**config.mk**
```make
export PLATFORM = sky130hd
export DESIGN_NAME = positional_array_list_core
export DESIGN_NICKNAME = d
export VERILOG_FILES = /design/src/hw/rtl/pal_pkg.sv /design/src/hw/rtl/pal_ram.sv /design/src/hw/rtl/pal_datapath.sv /design/src/hw/rtl/pal_ctrl.sv /design/src/hw/rtl/positional_array_list_core.sv
export VERILOG_INCLUDE_DIRS = /design/src /design/src/hw/rtl
export SDC_FILE = /design/constraint.sdc
export NUM_CORES = 1
export LEC_CHECK = 0
export ABC_AREA = 1
export BUFFER_PORTS_ARGS = -buffer_cell sky130_fd_sc_hd__buf_2
export CORE_AREA = 2 2 259 261
export CTS_CLUSTER_SIZE = 20
export DETAILED_ROUTE_END_ITERATION = 8
export DIE_AREA = 0 0 261 263
export HOLD_SLACK_MARGIN = 0.15
export PLACE_DENSITY = 0.58
export REMOVE_ABC_BUFFERS = 1
export SLEW_MARGIN = 15
export SYNTH_ARGS = -nofsm -noshare
export SYNTH_HDL_FRONTEND = slang
export SYNTH_SLANG_ARGS = --single-unit
```
**constraint.sdc**
```tcl
create_clock -name clock -period 4.2 [get_ports clock]
set_input_delay 0 -clock clock [delete_from_list [all_inputs] [get_ports clock]]
set_output_delay 0 -clock clock [all_outputs]
set_load 0.02 [all_outputs]
```
**src/hw/rtl/positional_array_list_core_defines.svh**
```systemverilog
// assertion macros shared by the positional array list rtl
// no dependencies; assertions drop out when SYNTHESIS is defined
`ifndef POSITIONAL_ARRAY_LIST_CORE_DEFINES_SVH
`define POSITIONAL_ARRAY_LIST_CORE_DEFINES_SVH

`ifndef SYNTHESIS

`define PAL_ASSERT(name, clk, rst, prop) \
   name: assert property (@(posedge clk) disable iff (rst) (prop)) \
      else $error("pal assertion failed");

`define PAL_ASSERT_IMP(name, clk, rst, ante, cons) \
   name: assert property (@(posedge clk) disable iff (rst) (ante) |-> (cons)) \
      else $error("pal implication failed");

`else

`define PAL_ASSERT(name, clk, rst, prop)

`define PAL_ASSERT_IMP(name, clk, rst, ante, cons)

`endif

`endif

```
**src/hw/rtl/pal_pkg.sv**
```systemverilog
// types and fixed constants for the positional array list core
// no dependencies
package pal_pkg;

   localparam int DATA_W   = 32;
   localparam int POS_W    = 5;
   localparam int STATUS_W = 3;
   localparam int INDEX_W  = 4;
   localparam int TRAV_MAX = 16;

   typedef enum logic [1:0] {
      REQ_INSERT   = 2'd0,
      REQ_DELETE   = 2'd1,
      REQ_SEARCH   = 2'd2,
      REQ_TRAVERSE = 2'd3
   } req_kind_type;

   typedef enum logic [STATUS_W-1:0] {
      STS_OK        = 3'd0,
      STS_BAD_POS   = 3'd1,
      STS_FULL      = 3'd2,
      STS_NOT_FOUND = 3'd3,
      STS_EMPTY     = 3'd4
   } status_type;

   typedef enum logic [2:0] {
      ST_IDLE,
      ST_INSERT,
      ST_DELETE,
      ST_SCAN,
      ST_WALK
   } state_type;

   typedef enum logic [1:0] {
      WR_NONE,
      WR_UP,
      WR_DOWN,
      WR_KEY
   } wr_kind_type;

   typedef struct packed {
      logic         load;
      req_kind_type load_mode;
      logic         issue;
      logic         dir_down;
      wr_kind_type  wr_kind;
      logic         cnt_inc;
      logic         cnt_dec;
      logic         emit;
      status_type   emit_status;
      logic         emit_from_rd;
      logic         emit_last;
   } cmd_type;

   typedef struct packed {
      logic full;
      logic empty;
      logic pos_gt_cnt;
      logic pos_ge_cnt;
      logic left_zero;
      logic rd_vld;
      logic rd_last;
      logic hit;
   } sts_type;

endpackage

```
**src/hw/rtl/pal_ram.sv**
```systemverilog
// generic single write port, single read port ram with registered read
// no dependencies
module pal_ram #(
   parameter int WIDTH = 32,
   parameter int DEPTH = 16
) (
   input  logic                                  clock,
   input  logic                                  wr_en,
   input  logic [((DEPTH > 1) ? $clog2(DEPTH) : 1)-1:0] wr_addr,
   input  logic [WIDTH-1:0]                      wr_data,
   input  logic                                  rd_en,
   input  logic [((DEPTH > 1) ? $clog2(DEPTH) : 1)-1:0] rd_addr,
   output logic [WIDTH-1:0]                      rd_data
);

   logic [WIDTH-1:0] mem_ff [DEPTH];
   logic [WIDTH-1:0] rd_data_ff;

   always_ff @(posedge clock) begin
      if (wr_en) begin
         mem_ff[wr_addr] <= wr_data;
      end
      if (rd_en) begin
         rd_data_ff <= mem_ff[rd_addr];
      end
   end

   assign rd_data = rd_data_ff;

endmodule

```
**src/hw/rtl/pal_datapath.sv**
```systemverilog
// datapath: entry ram, count, sweep pointer, read stage and result register
// depends on pal_pkg, pal_ram and positional_array_list_core_defines.svh
`include "positional_array_list_core_defines.svh"

module pal_datapath #(
   parameter int DEPTH = 16
) (
   input  logic                               clock,
   input  logic                               reset,
   input  pal_pkg::cmd_type                   cmd,
   output pal_pkg::sts_type                   sts,
   input  logic [pal_pkg::POS_W-1:0]          req_position,
   input  logic signed [pal_pkg::DATA_W-1:0]  req_value,
   output logic                               rsp_strobe,
   output logic [pal_pkg::STATUS_W-1:0]       rsp_status,
   output logic [pal_pkg::INDEX_W-1:0]        rsp_index,
   output logic signed [pal_pkg::DATA_W-1:0]  rsp_data,
   output logic                               rsp_last
);

   localparam int AW   = (DEPTH > 1) ? $clog2(DEPTH) : 1;
   localparam int CW   = $clog2(DEPTH + 1);
   localparam int CMPW = (CW > pal_pkg::POS_W) ? CW : pal_pkg::POS_W;

   logic [CW-1:0]                   count_ff, count_in;
   logic [CW-1:0]                   left_ff, left_in;
   logic [AW-1:0]                   ptr_ff, ptr_in;
   logic [AW-1:0]                   pos_ff, pos_in;
   logic [AW-1:0]                   rd_idx_ff, rd_idx_in;
   logic                            rd_vld_ff, rd_vld_in;
   logic                            rd_last_ff, rd_last_in;
   logic signed [pal_pkg::DATA_W-1:0] key_ff, key_in;

   logic                            rsp_strobe_ff, rsp_strobe_in;
   pal_pkg::status_type             rsp_status_ff, rsp_status_in;
   logic [pal_pkg::INDEX_W-1:0]     rsp_index_ff, rsp_index_in;
   logic [pal_pkg::DATA_W-1:0]      rsp_data_ff, rsp_data_in;
   logic                            rsp_last_ff, rsp_last_in;

   logic [CMPW-1:0]                 cnt_w, pos_w;
   logic                            issue;
   logic                            wr_en;
   logic [AW-1:0]                   wr_addr;
   logic [pal_pkg::DATA_W-1:0]      wr_data;
   logic [pal_pkg::DATA_W-1:0]      rd_data;

   assign cnt_w = CMPW'(count_ff);
   assign pos_w = CMPW'(req_position);
   assign issue = cmd.issue && (left_ff != '0);

   pal_ram #(
      .WIDTH (pal_pkg::DATA_W),
      .DEPTH (DEPTH)
   ) u_entries (
      .clock   (clock),
      .wr_en   (wr_en),
      .wr_addr (wr_addr),
      .wr_data (wr_data),
      .rd_en   (issue),
      .rd_addr (ptr_ff),
      .rd_data (rd_data)
   );

   // sweep pointer and remaining read count
   always_comb begin
      ptr_in     = ptr_ff;
      left_in    = left_ff;
      pos_in     = pos_ff;
      key_in     = key_ff;
      rd_vld_in  = issue;
      rd_idx_in  = ptr_ff;
      rd_last_in = (left_ff == CW'(1));
      if (cmd.load) begin
         key_in = req_value;
         pos_in = AW'(pos_w);
         case (cmd.load_mode)
            pal_pkg::REQ_INSERT: begin
               ptr_in  = AW'(cnt_w - CMPW'(1));
               left_in = CW'(cnt_w - pos_w);
            end
            pal_pkg::REQ_DELETE: begin
               ptr_in  = AW'(pos_w + CMPW'(1));
               left_in = CW'(cnt_w - pos_w - CMPW'(1));
            end
            pal_pkg::REQ_SEARCH: begin
               ptr_in  = '0;
               left_in = count_ff;
            end
            default: begin
               ptr_in  = '0;
               left_in = (32'(count_ff) > 32'(pal_pkg::TRAV_MAX)) ?
                         CW'(pal_pkg::TRAV_MAX) : count_ff;
            end
         endcase
      end else if (issue) begin
         ptr_in  = cmd.dir_down ? (ptr_ff - 1'b1) : (ptr_ff + 1'b1);
         left_in = left_ff - 1'b1;
      end
   end

   always_comb begin
      count_in = count_ff;
      if (cmd.cnt_inc) begin
         count_in = count_ff + 1'b1;
      end else if (cmd.cnt_dec) begin
         count_in = count_ff - 1'b1;
      end
   end

   // single ram write port: shifted word or the inserted word
   always_comb begin
      wr_en   = 1'b0;
      wr_addr = rd_idx_ff;
      wr_data = rd_data;
      case (cmd.wr_kind)
         pal_pkg::WR_UP: begin
            wr_en   = 1'b1;
            wr_addr = rd_idx_ff + 1'b1;
         end
         pal_pkg::WR_DOWN: begin
            wr_en   = 1'b1;
            wr_addr = rd_idx_ff - 1'b1;
         end
         pal_pkg::WR_KEY: begin
            wr_en   = 1'b1;
            wr_addr = pos_ff;
            wr_data = key_ff;
         end
         default: begin
            wr_en = 1'b0;
         end
      endcase
   end

   always_comb begin
      rsp_strobe_in = cmd.emit;
      rsp_status_in = cmd.emit_status;
      rsp_last_in   = cmd.emit_last;
      rsp_index_in  = cmd.emit_from_rd ? pal_pkg::INDEX_W'(rd_idx_ff) : '0;
      rsp_data_in   = cmd.emit_from_rd ? rd_data : '0;
   end

   always_comb begin
      sts.full       = (count_ff == CW'(DEPTH));
      sts.empty      = (count_ff == '0);
      sts.pos_gt_cnt = (pos_w > cnt_w);
      sts.pos_ge_cnt = (pos_w >= cnt_w);
      sts.left_zero  = (left_ff == '0);
      sts.rd_vld     = rd_vld_ff;
      sts.rd_last    = rd_last_ff;
      sts.hit        = rd_vld_ff && (rd_data == key_ff);
   end

   always_ff @(posedge clock) begin
      if (reset) begin
         count_ff      <= '0;
         rd_vld_ff     <= 1'b0;
         rsp_strobe_ff <= 1'b0;
      end else begin
         count_ff      <= count_in;
         rd_vld_ff     <= rd_vld_in;
         rsp_strobe_ff <= rsp_strobe_in;
      end
   end

   always_ff @(posedge clock) begin
      ptr_ff        <= ptr_in;
      left_ff       <= left_in;
      pos_ff        <= pos_in;
      key_ff        <= key_in;
      rd_idx_ff     <= rd_idx_in;
      rd_last_ff    <= rd_last_in;
      rsp_status_ff <= rsp_status_in;
      rsp_index_ff  <= rsp_index_in;
      rsp_data_ff   <= rsp_data_in;
      rsp_last_ff   <= rsp_last_in;
   end

   assign rsp_strobe = rsp_strobe_ff;
   assign rsp_status = rsp_status_ff;
   assign rsp_index  = rsp_index_ff;
   assign rsp_data   = rsp_data_ff;
   assign rsp_last   = rsp_last_ff;

   `PAL_ASSERT(a_count_bound, clock, reset, count_ff <= CW'(DEPTH))
   `PAL_ASSERT(a_count_step, clock, reset, (count_ff == $past(count_ff)) || (count_ff == $past(count_ff) + 1'b1) || (count_ff + 1'b1 == $past(count_ff)))
   `PAL_ASSERT_IMP(a_key_after_shift, clock, reset, cmd.wr_kind == pal_pkg::WR_KEY, !rd_vld_ff && (left_ff == '0))
   `PAL_ASSERT_IMP(a_read_in_list, clock, reset, rd_vld_ff, CW'(rd_idx_ff) < count_ff)

endmodule

```
**src/hw/rtl/pal_ctrl.sv**
```systemverilog
// controller state machine: request decode, rejections and sweep sequencing
// depends on pal_pkg
module pal_ctrl (
   input  logic                        clock,
   input  logic                        reset,
   input  logic                        start,
   input  logic [1:0]                  req_type,
   input  pal_pkg::sts_type            sts,
   output pal_pkg::cmd_type            cmd,
   output logic                        busy
);

   pal_pkg::state_type state_ff, state_in;

   always_comb begin
      state_in = state_ff;
      case (state_ff)
         pal_pkg::ST_IDLE: begin
            if (start) begin
               case (req_type)
                  pal_pkg::REQ_INSERT: begin
                     if (!sts.full && !sts.pos_gt_cnt) begin
                        state_in = pal_pkg::ST_INSERT;
                     end
                  end
                  pal_pkg::REQ_DELETE: begin
                     if (!sts.empty && !sts.pos_ge_cnt) begin
                        state_in = pal_pkg::ST_DELETE;
                     end
                  end
                  pal_pkg::REQ_SEARCH: begin
                     if (!sts.empty) begin
                        state_in = pal_pkg::ST_SCAN;
                     end
                  end
                  pal_pkg::REQ_TRAVERSE: begin
                     if (!sts.empty) begin
                        state_in = pal_pkg::ST_WALK;
                     end
                  end
                  default: begin
                     state_in = pal_pkg::ST_IDLE;
                  end
               endcase
            end
         end
         pal_pkg::ST_INSERT: begin
            if (!sts.rd_vld && sts.left_zero) begin
               state_in = pal_pkg::ST_IDLE;
            end
         end
         pal_pkg::ST_DELETE: begin
            if (!sts.rd_vld && sts.left_zero) begin
               state_in = pal_pkg::ST_IDLE;
            end
         end
         pal_pkg::ST_SCAN: begin
            if (sts.rd_vld && (sts.hit || sts.rd_last)) begin
               state_in = pal_pkg::ST_IDLE;
            end
         end
         pal_pkg::ST_WALK: begin
            if (sts.rd_vld && sts.rd_last) begin
               state_in = pal_pkg::ST_IDLE;
            end
         end
         default: begin
            state_in = pal_pkg::ST_IDLE;
         end
      endcase
   end

   always_comb begin
      cmd             = '0;
      cmd.load_mode   = pal_pkg::REQ_INSERT;
      cmd.wr_kind     = pal_pkg::WR_NONE;
      cmd.emit_status = pal_pkg::STS_OK;
      busy            = 1'b1;
      case (state_ff)
         pal_pkg::ST_IDLE: begin
            busy          = 1'b0;
            cmd.emit_last = 1'b1;
            if (start) begin
               cmd.load      = 1'b1;
               cmd.load_mode = pal_pkg::req_kind_type'(req_type);
               case (req_type)
                  pal_pkg::REQ_INSERT: begin
                     if (sts.full) begin
                        cmd.emit        = 1'b1;
                        cmd.emit_status = pal_pkg::STS_FULL;
                     end else if (sts.pos_gt_cnt) begin
                        cmd.emit        = 1'b1;
                        cmd.emit_status = pal_pkg::STS_BAD_POS;
                     end
                  end
                  pal_pkg::REQ_DELETE: begin
                     if (sts.empty) begin
                        cmd.emit        = 1'b1;
                        cmd.emit_status = pal_pkg::STS_EMPTY;
                     end else if (sts.pos_ge_cnt) begin
                        cmd.emit        = 1'b1;
                        cmd.emit_status = pal_pkg::STS_BAD_POS;
                     end
                  end
                  default: begin
                     if (sts.empty) begin
                        cmd.emit        = 1'b1;
                        cmd.emit_status = pal_pkg::STS_EMPTY;
                     end
                  end
               endcase
            end
         end
         pal_pkg::ST_INSERT: begin
            // walk down from the tail, each word lands one slot higher
            cmd.issue    = 1'b1;
            cmd.dir_down = 1'b1;
            if (sts.rd_vld) begin
               cmd.wr_kind = pal_pkg::WR_UP;
            end else if (sts.left_zero) begin
               cmd.wr_kind   = pal_pkg::WR_KEY;
               cmd.cnt_inc   = 1'b1;
               cmd.emit      = 1'b1;
               cmd.emit_last = 1'b1;
            end
         end
         pal_pkg::ST_DELETE: begin
            cmd.issue = 1'b1;
            if (sts.rd_vld) begin
               cmd.wr_kind = pal_pkg::WR_DOWN;
            end else if (sts.left_zero) begin
               cmd.cnt_dec   = 1'b1;
               cmd.emit      = 1'b1;
               cmd.emit_last = 1'b1;
            end
         end
         pal_pkg::ST_SCAN: begin
            cmd.issue = 1'b1;
            if (sts.rd_vld && (sts.hit || sts.rd_last)) begin
               cmd.issue        = 1'b0;
               cmd.emit         = 1'b1;
               cmd.emit_last    = 1'b1;
               cmd.emit_from_rd = sts.hit;
               cmd.emit_status  = sts.hit ? pal_pkg::STS_OK : pal_pkg::STS_NOT_FOUND;
            end
         end
         pal_pkg::ST_WALK: begin
            cmd.issue = 1'b1;
            if (sts.rd_vld) begin
               cmd.emit         = 1'b1;
               cmd.emit_from_rd = 1'b1;
               cmd.emit_last    = sts.rd_last;
            end
         end
         default: begin
            busy = 1'b1;
         end
      endcase
   end

   always_ff @(posedge clock) begin
      if (reset) begin
         state_ff <= pal_pkg::ST_IDLE;
      end else begin
         state_ff <= state_in;
      end
   end

endmodule

```
**src/hw/rtl/positional_array_list_core.sv**
```systemverilog
// ordered list of signed words in a ram; entries move one word a cycle
// rejected requests, search and traverse on an empty list: word the cycle after start
// insert at p shifts entries p..count-1 up one slot; delete at p shifts p+1..count-1 down
// search stops at the first hit; traverse emits n = min(count, 16) words
// last word in the same cycle busy drops; receiver cannot stall; one item at a time (ram ports)
// reset empties the list at once; entry contents are not cleared
module positional_array_list_core #(
   parameter int DEPTH = 16
) (
   input  logic                               clock,
   input  logic                               reset,
   input  logic                               start,
   output logic                               busy,
   input  logic [1:0]                         req_type,
   input  logic [pal_pkg::POS_W-1:0]          req_position,
   input  logic signed [pal_pkg::DATA_W-1:0]  req_value,
   output logic                               rsp_strobe,
   output logic [pal_pkg::STATUS_W-1:0]       rsp_status,
   output logic [pal_pkg::INDEX_W-1:0]        rsp_index,
   output logic signed [pal_pkg::DATA_W-1:0]  rsp_data,
   output logic                               rsp_last
);

   pal_pkg::cmd_type cmd;
   pal_pkg::sts_type sts;

   pal_ctrl u_ctrl (
      .clock    (clock),
      .reset    (reset),
      .start    (start),
      .req_type (req_type),
      .sts      (sts),
      .cmd      (cmd),
      .busy     (busy)
   );

   pal_datapath #(
      .DEPTH (DEPTH)
   ) u_datapath (
      .clock        (clock),
      .reset        (reset),
      .cmd          (cmd),
      .sts          (sts),
      .req_position (req_position),
      .req_value    (req_value),
      .rsp_strobe   (rsp_strobe),
      .rsp_status   (rsp_status),
      .rsp_index    (rsp_index),
      .rsp_data     (rsp_data),
      .rsp_last     (rsp_last)
   );

endmodule
```
==> results.yml <==
logic_synthesis:
  avgSynthCellArea_sq_um: 13.44
  yosys_warnings: 0
  ys.flop_type: "edfxtp_1"
  synth_common_cells: "589 x edfxtp_1, 247 x nor2_1, 196 x o21ai_0"
  yosysTopAreaCell: "edfxtp_1"
  synth_compound_area_share_pct: 9.864
  synth_top_area_share_pct: 67.82
  synthMuxAreaShare_pct: 4.145
  netlist_top_cells_area: "edfxtp_1 68%, dfxtp_1 4.2%, mux2i_1 4.1%"
  synth_cell_types: 47
  synth_most_common_cell: "edfxtp_1"
  synth_area_sq_mm: 0.02608
  synth_edf_count: 589
  synth_adder_area_share_pct: 1.430
  synth-xor-area-share_pct: 0.6717
  yosys.area_share.simple_pct: 8.266
  ys_async_sr_fraction_pct: 0
  synth_cells: 1941
  synth_seq_cells: 644
  seq_area_frac_synth_pct: 72.04
  synth_top_family_by_area: "compound AO/OA/AOI/OAI gates"
sta:
  rsz0062_at_grt: "yes"
  max_freq_mhz: 253.9
  fin_tns_setup_ns: 0
  maxSlewHeadroom_pct: -0.6879
  skew_ns: 0.02079
  final_hold_viol_count: 0
  slew_viol_final: 24
  worst_pin_slew_ns: 1.510
  post-route-min-period_ns: 3.938
  finalCritPeriodShare_pct: 93.77
  finalSetupViolCount: 0
route:
  ant_nets: 0
  vias: 16530
  wire_per_inst_um: 21.82
  initialDrtViolationCount: 1601
  routed_wl_um: 66540
  dr.pass1.iters: 7
  drcViolationCount: 0
  vias_per_cell: 5.420
layout:
  layout-drive-gt1-share_pct: 13.27
  syn_to_final_growth_pct: 18.79
  fin_cells: 3050
  nets: 2205
  fin_util_pct: 47.21
  antenna_cells: 0
setup_path:
  path_max_fanout: 18
  slowest_delay_ns: 0.42
  cp_top_family: "simple AND/OR/NAND/NOR gates"
  cp_data_required_time_ns: 4.49
  slowest_stage: "edfxtp_1"
  cp.arrival_ns: 4.23
  cp_cell_sequence: "inv_1 > ha_1 > nand3_1 > nor2_1 > nand2_1 > o21ai_0 > ha_1 > ha_1 > nand2_1 > nand2_1 > a21oi_1 > a21oi_1 > o21ai_0 > nand2_1 > o21ai_0 > nand2_1 > nor2_4 > buf_12"
  endpoint_kind: "flop"
  critPathKind: "reg2reg"
  setup.worst_path.start_class: "flop"
  path_buf_inv: 2
  critPathMostFrequentCell: "nand2_1"
grt:
  grt_pass1_vias: 16130
  grt_usage_pct: 19.29
  grt_max_degree: 199
  antenna_found_initial: 1
  grt_pass1_wl_um: 99900
  grt_overflow: 0
placed_design:
  hpwlAfterDp_um: 39730
  dpl.cell_count: 2853
  gp_congestion: 0.8352
  numPortBuffers: 83
clocking:
  cts_buffer_depth: 3
  clk_pin_slew_ns: 0.06
  clock-root-buffer: "clkbuf_16"
  insertion_delay_ns: 0.60
  cts_setup_buffers: 0
  cts_buffers: 70
  htreeDepth: 3
  cts_sinks: 644
  cts_tree: "yes"
outcome:
  outcome: "finished with violations"
  violations: "max-slew violations"
die:
  dieArea_sq_mm: 0.06864
  rows: 94
  ioPinCount: 84
  die_h_um: 263
  dieWidth_um: 261
  initial_core_util_pct: 39.74
  fp.coreArea_sq_mm: 0.06563
run:
  drv_cap: 0
worst_hold_path:
  min_path_type: "in2reg"
power:
  pwr_density_cell_mw_per_mm2: 703.2
  p_leak_nw: 11.03
  ir_drop_mv: 0.8063
  power_mw: 21.79
per-stage QoR:
| step | setup WS, ns | hold WS, ns | instance area [sq um] |
|---|---|---|---|
| CTS | 0.1878 | 0.1616 | 30950 |
| global placement | 0.4040 | 0.1760 | 27940 |
| floorplan | -7.144 | 0.07238 | 25580 |
| finish | 0.2615 | 0.2021 | 30980 |
| global route | -0.04020 | 0.2144 | 30980 |
| detailed placement | 0.2113 | 0.1781 | 27940 |
cell usage in the layout (no fill, tap or decap), types with 51 or more instances in the layout:
cell	instances
edfxtp_1	589
nor2_1	231
o21ai_0	188
nand2_1	180
o221ai_1	110
inv_1	109
mux2i_1	108
buf_2	83
dlygate4sd3_1	74
clkbuf_16	73
nand3_1	71
dfxtp_1	55
buf_4	51
flip-flops by register name (all words and copies together), names as in the netlist:
name and cells:
u_datapath.pos_ff 4, u_datapath.u_entries.rd_data 32, u_datapath.ptr_ff 4, u_datapath.left_ff 5, u_datapath.key_ff 32, u_datapath.rsp_strobe 1, u_datapath.rd_vld_ff 1, u_datapath.rsp_data 32
u_datapath.rsp_index 4, u_datapath.rsp_status 3, u_datapath.u_entries.mem_ff 512, u_ctrl.state_ff 3, u_datapath.rsp_last 1, u_datapath.rd_last_ff 1, u_datapath.rd_idx_ff 4, u_datapath.cnt_w 5
metal layers:
metal  vias to the layer above  GRT usage, %  wire length, um
met4                         0         4.929             1305
met3                        89         3.505             4396
met5                         -             0                0
met2                       596         30.21            31070
li1                       7600             -                -
met1                      8247         27.75            29770
report_power, final:
part	switching [mW]	internal, mW	total, mW
Sequential	0.279	8.50	8.78
Combinational	4.90	1.98	6.88
Clock	2.42	3.71	6.12
worst register-to-register path: stages (launching register included):
cell and delay, ns:
edfxtp_1 0.42, inv_1 0.15, ha_1 0.17, nand3_1 0.18, nor2_1 0.18, nand2_1 0.15
o21ai_0 0.25, ha_1 0.34, ha_1 0.26, nand2_1 0.06, nand2_1 0.05, a21oi_1 0.15
a21oi_1 0.08, o21ai_0 0.08, nand2_1 0.07, o21ai_0 0.14, nand2_1 0.32, nor2_4 0.34
buf_12 0.23
area by class of cell:
| type | count | area [sq um] |
|---|---|---|
| flip-flops and latches | 644 | 18790 |
| fillers | 5768 | 34650 |
| well taps | 864 | 1081 |
| clock buffers | 92 | 1928 |
| clock inverters | 31 | 342.8 |
| multi-input cells | 1076 | 6509 |
| repair buffers | 226 | 1891 |
| inverters | 117 | 441.7 |
logic make-up (layout without fill, tap and decap cells):
kind of cell,after synthesis,count (layout)
fa+ha+maj,28,28
compound gates,394,394
mux,108,108
buf+inv,221,466
flops,644,644
xor+xnor,20,20
simple gates,526,526
final timing paths:
path | from | end | slack, ns | depth (start not counted)
max | u_datapath.left_ff[0] | u_datapath.u_entries.mem_ff[6][0] | 0.26 | 18
min | reset | u_datapath.rd_vld_ff | 0.20 | 3
max reg2reg | u_datapath.left_ff[0] | u_datapath.u_entries.mem_ff[6][0] | 0.26 | 18
min reg2reg | u_datapath.left_ff[4] | u_datapath.rd_last_ff | 0.47 | 1
repair_timing:
| item | in CTS | in global routing |
|---|---|---|
| gates resized for setup | 0 | 3 |
| hold endpoints to repair | 58 | 0 |
| hold buffers | 74 | 0 |
| setup endpoints to repair | 0 | 153 |
No activity file was read; power rests on OpenSTA's default activity.
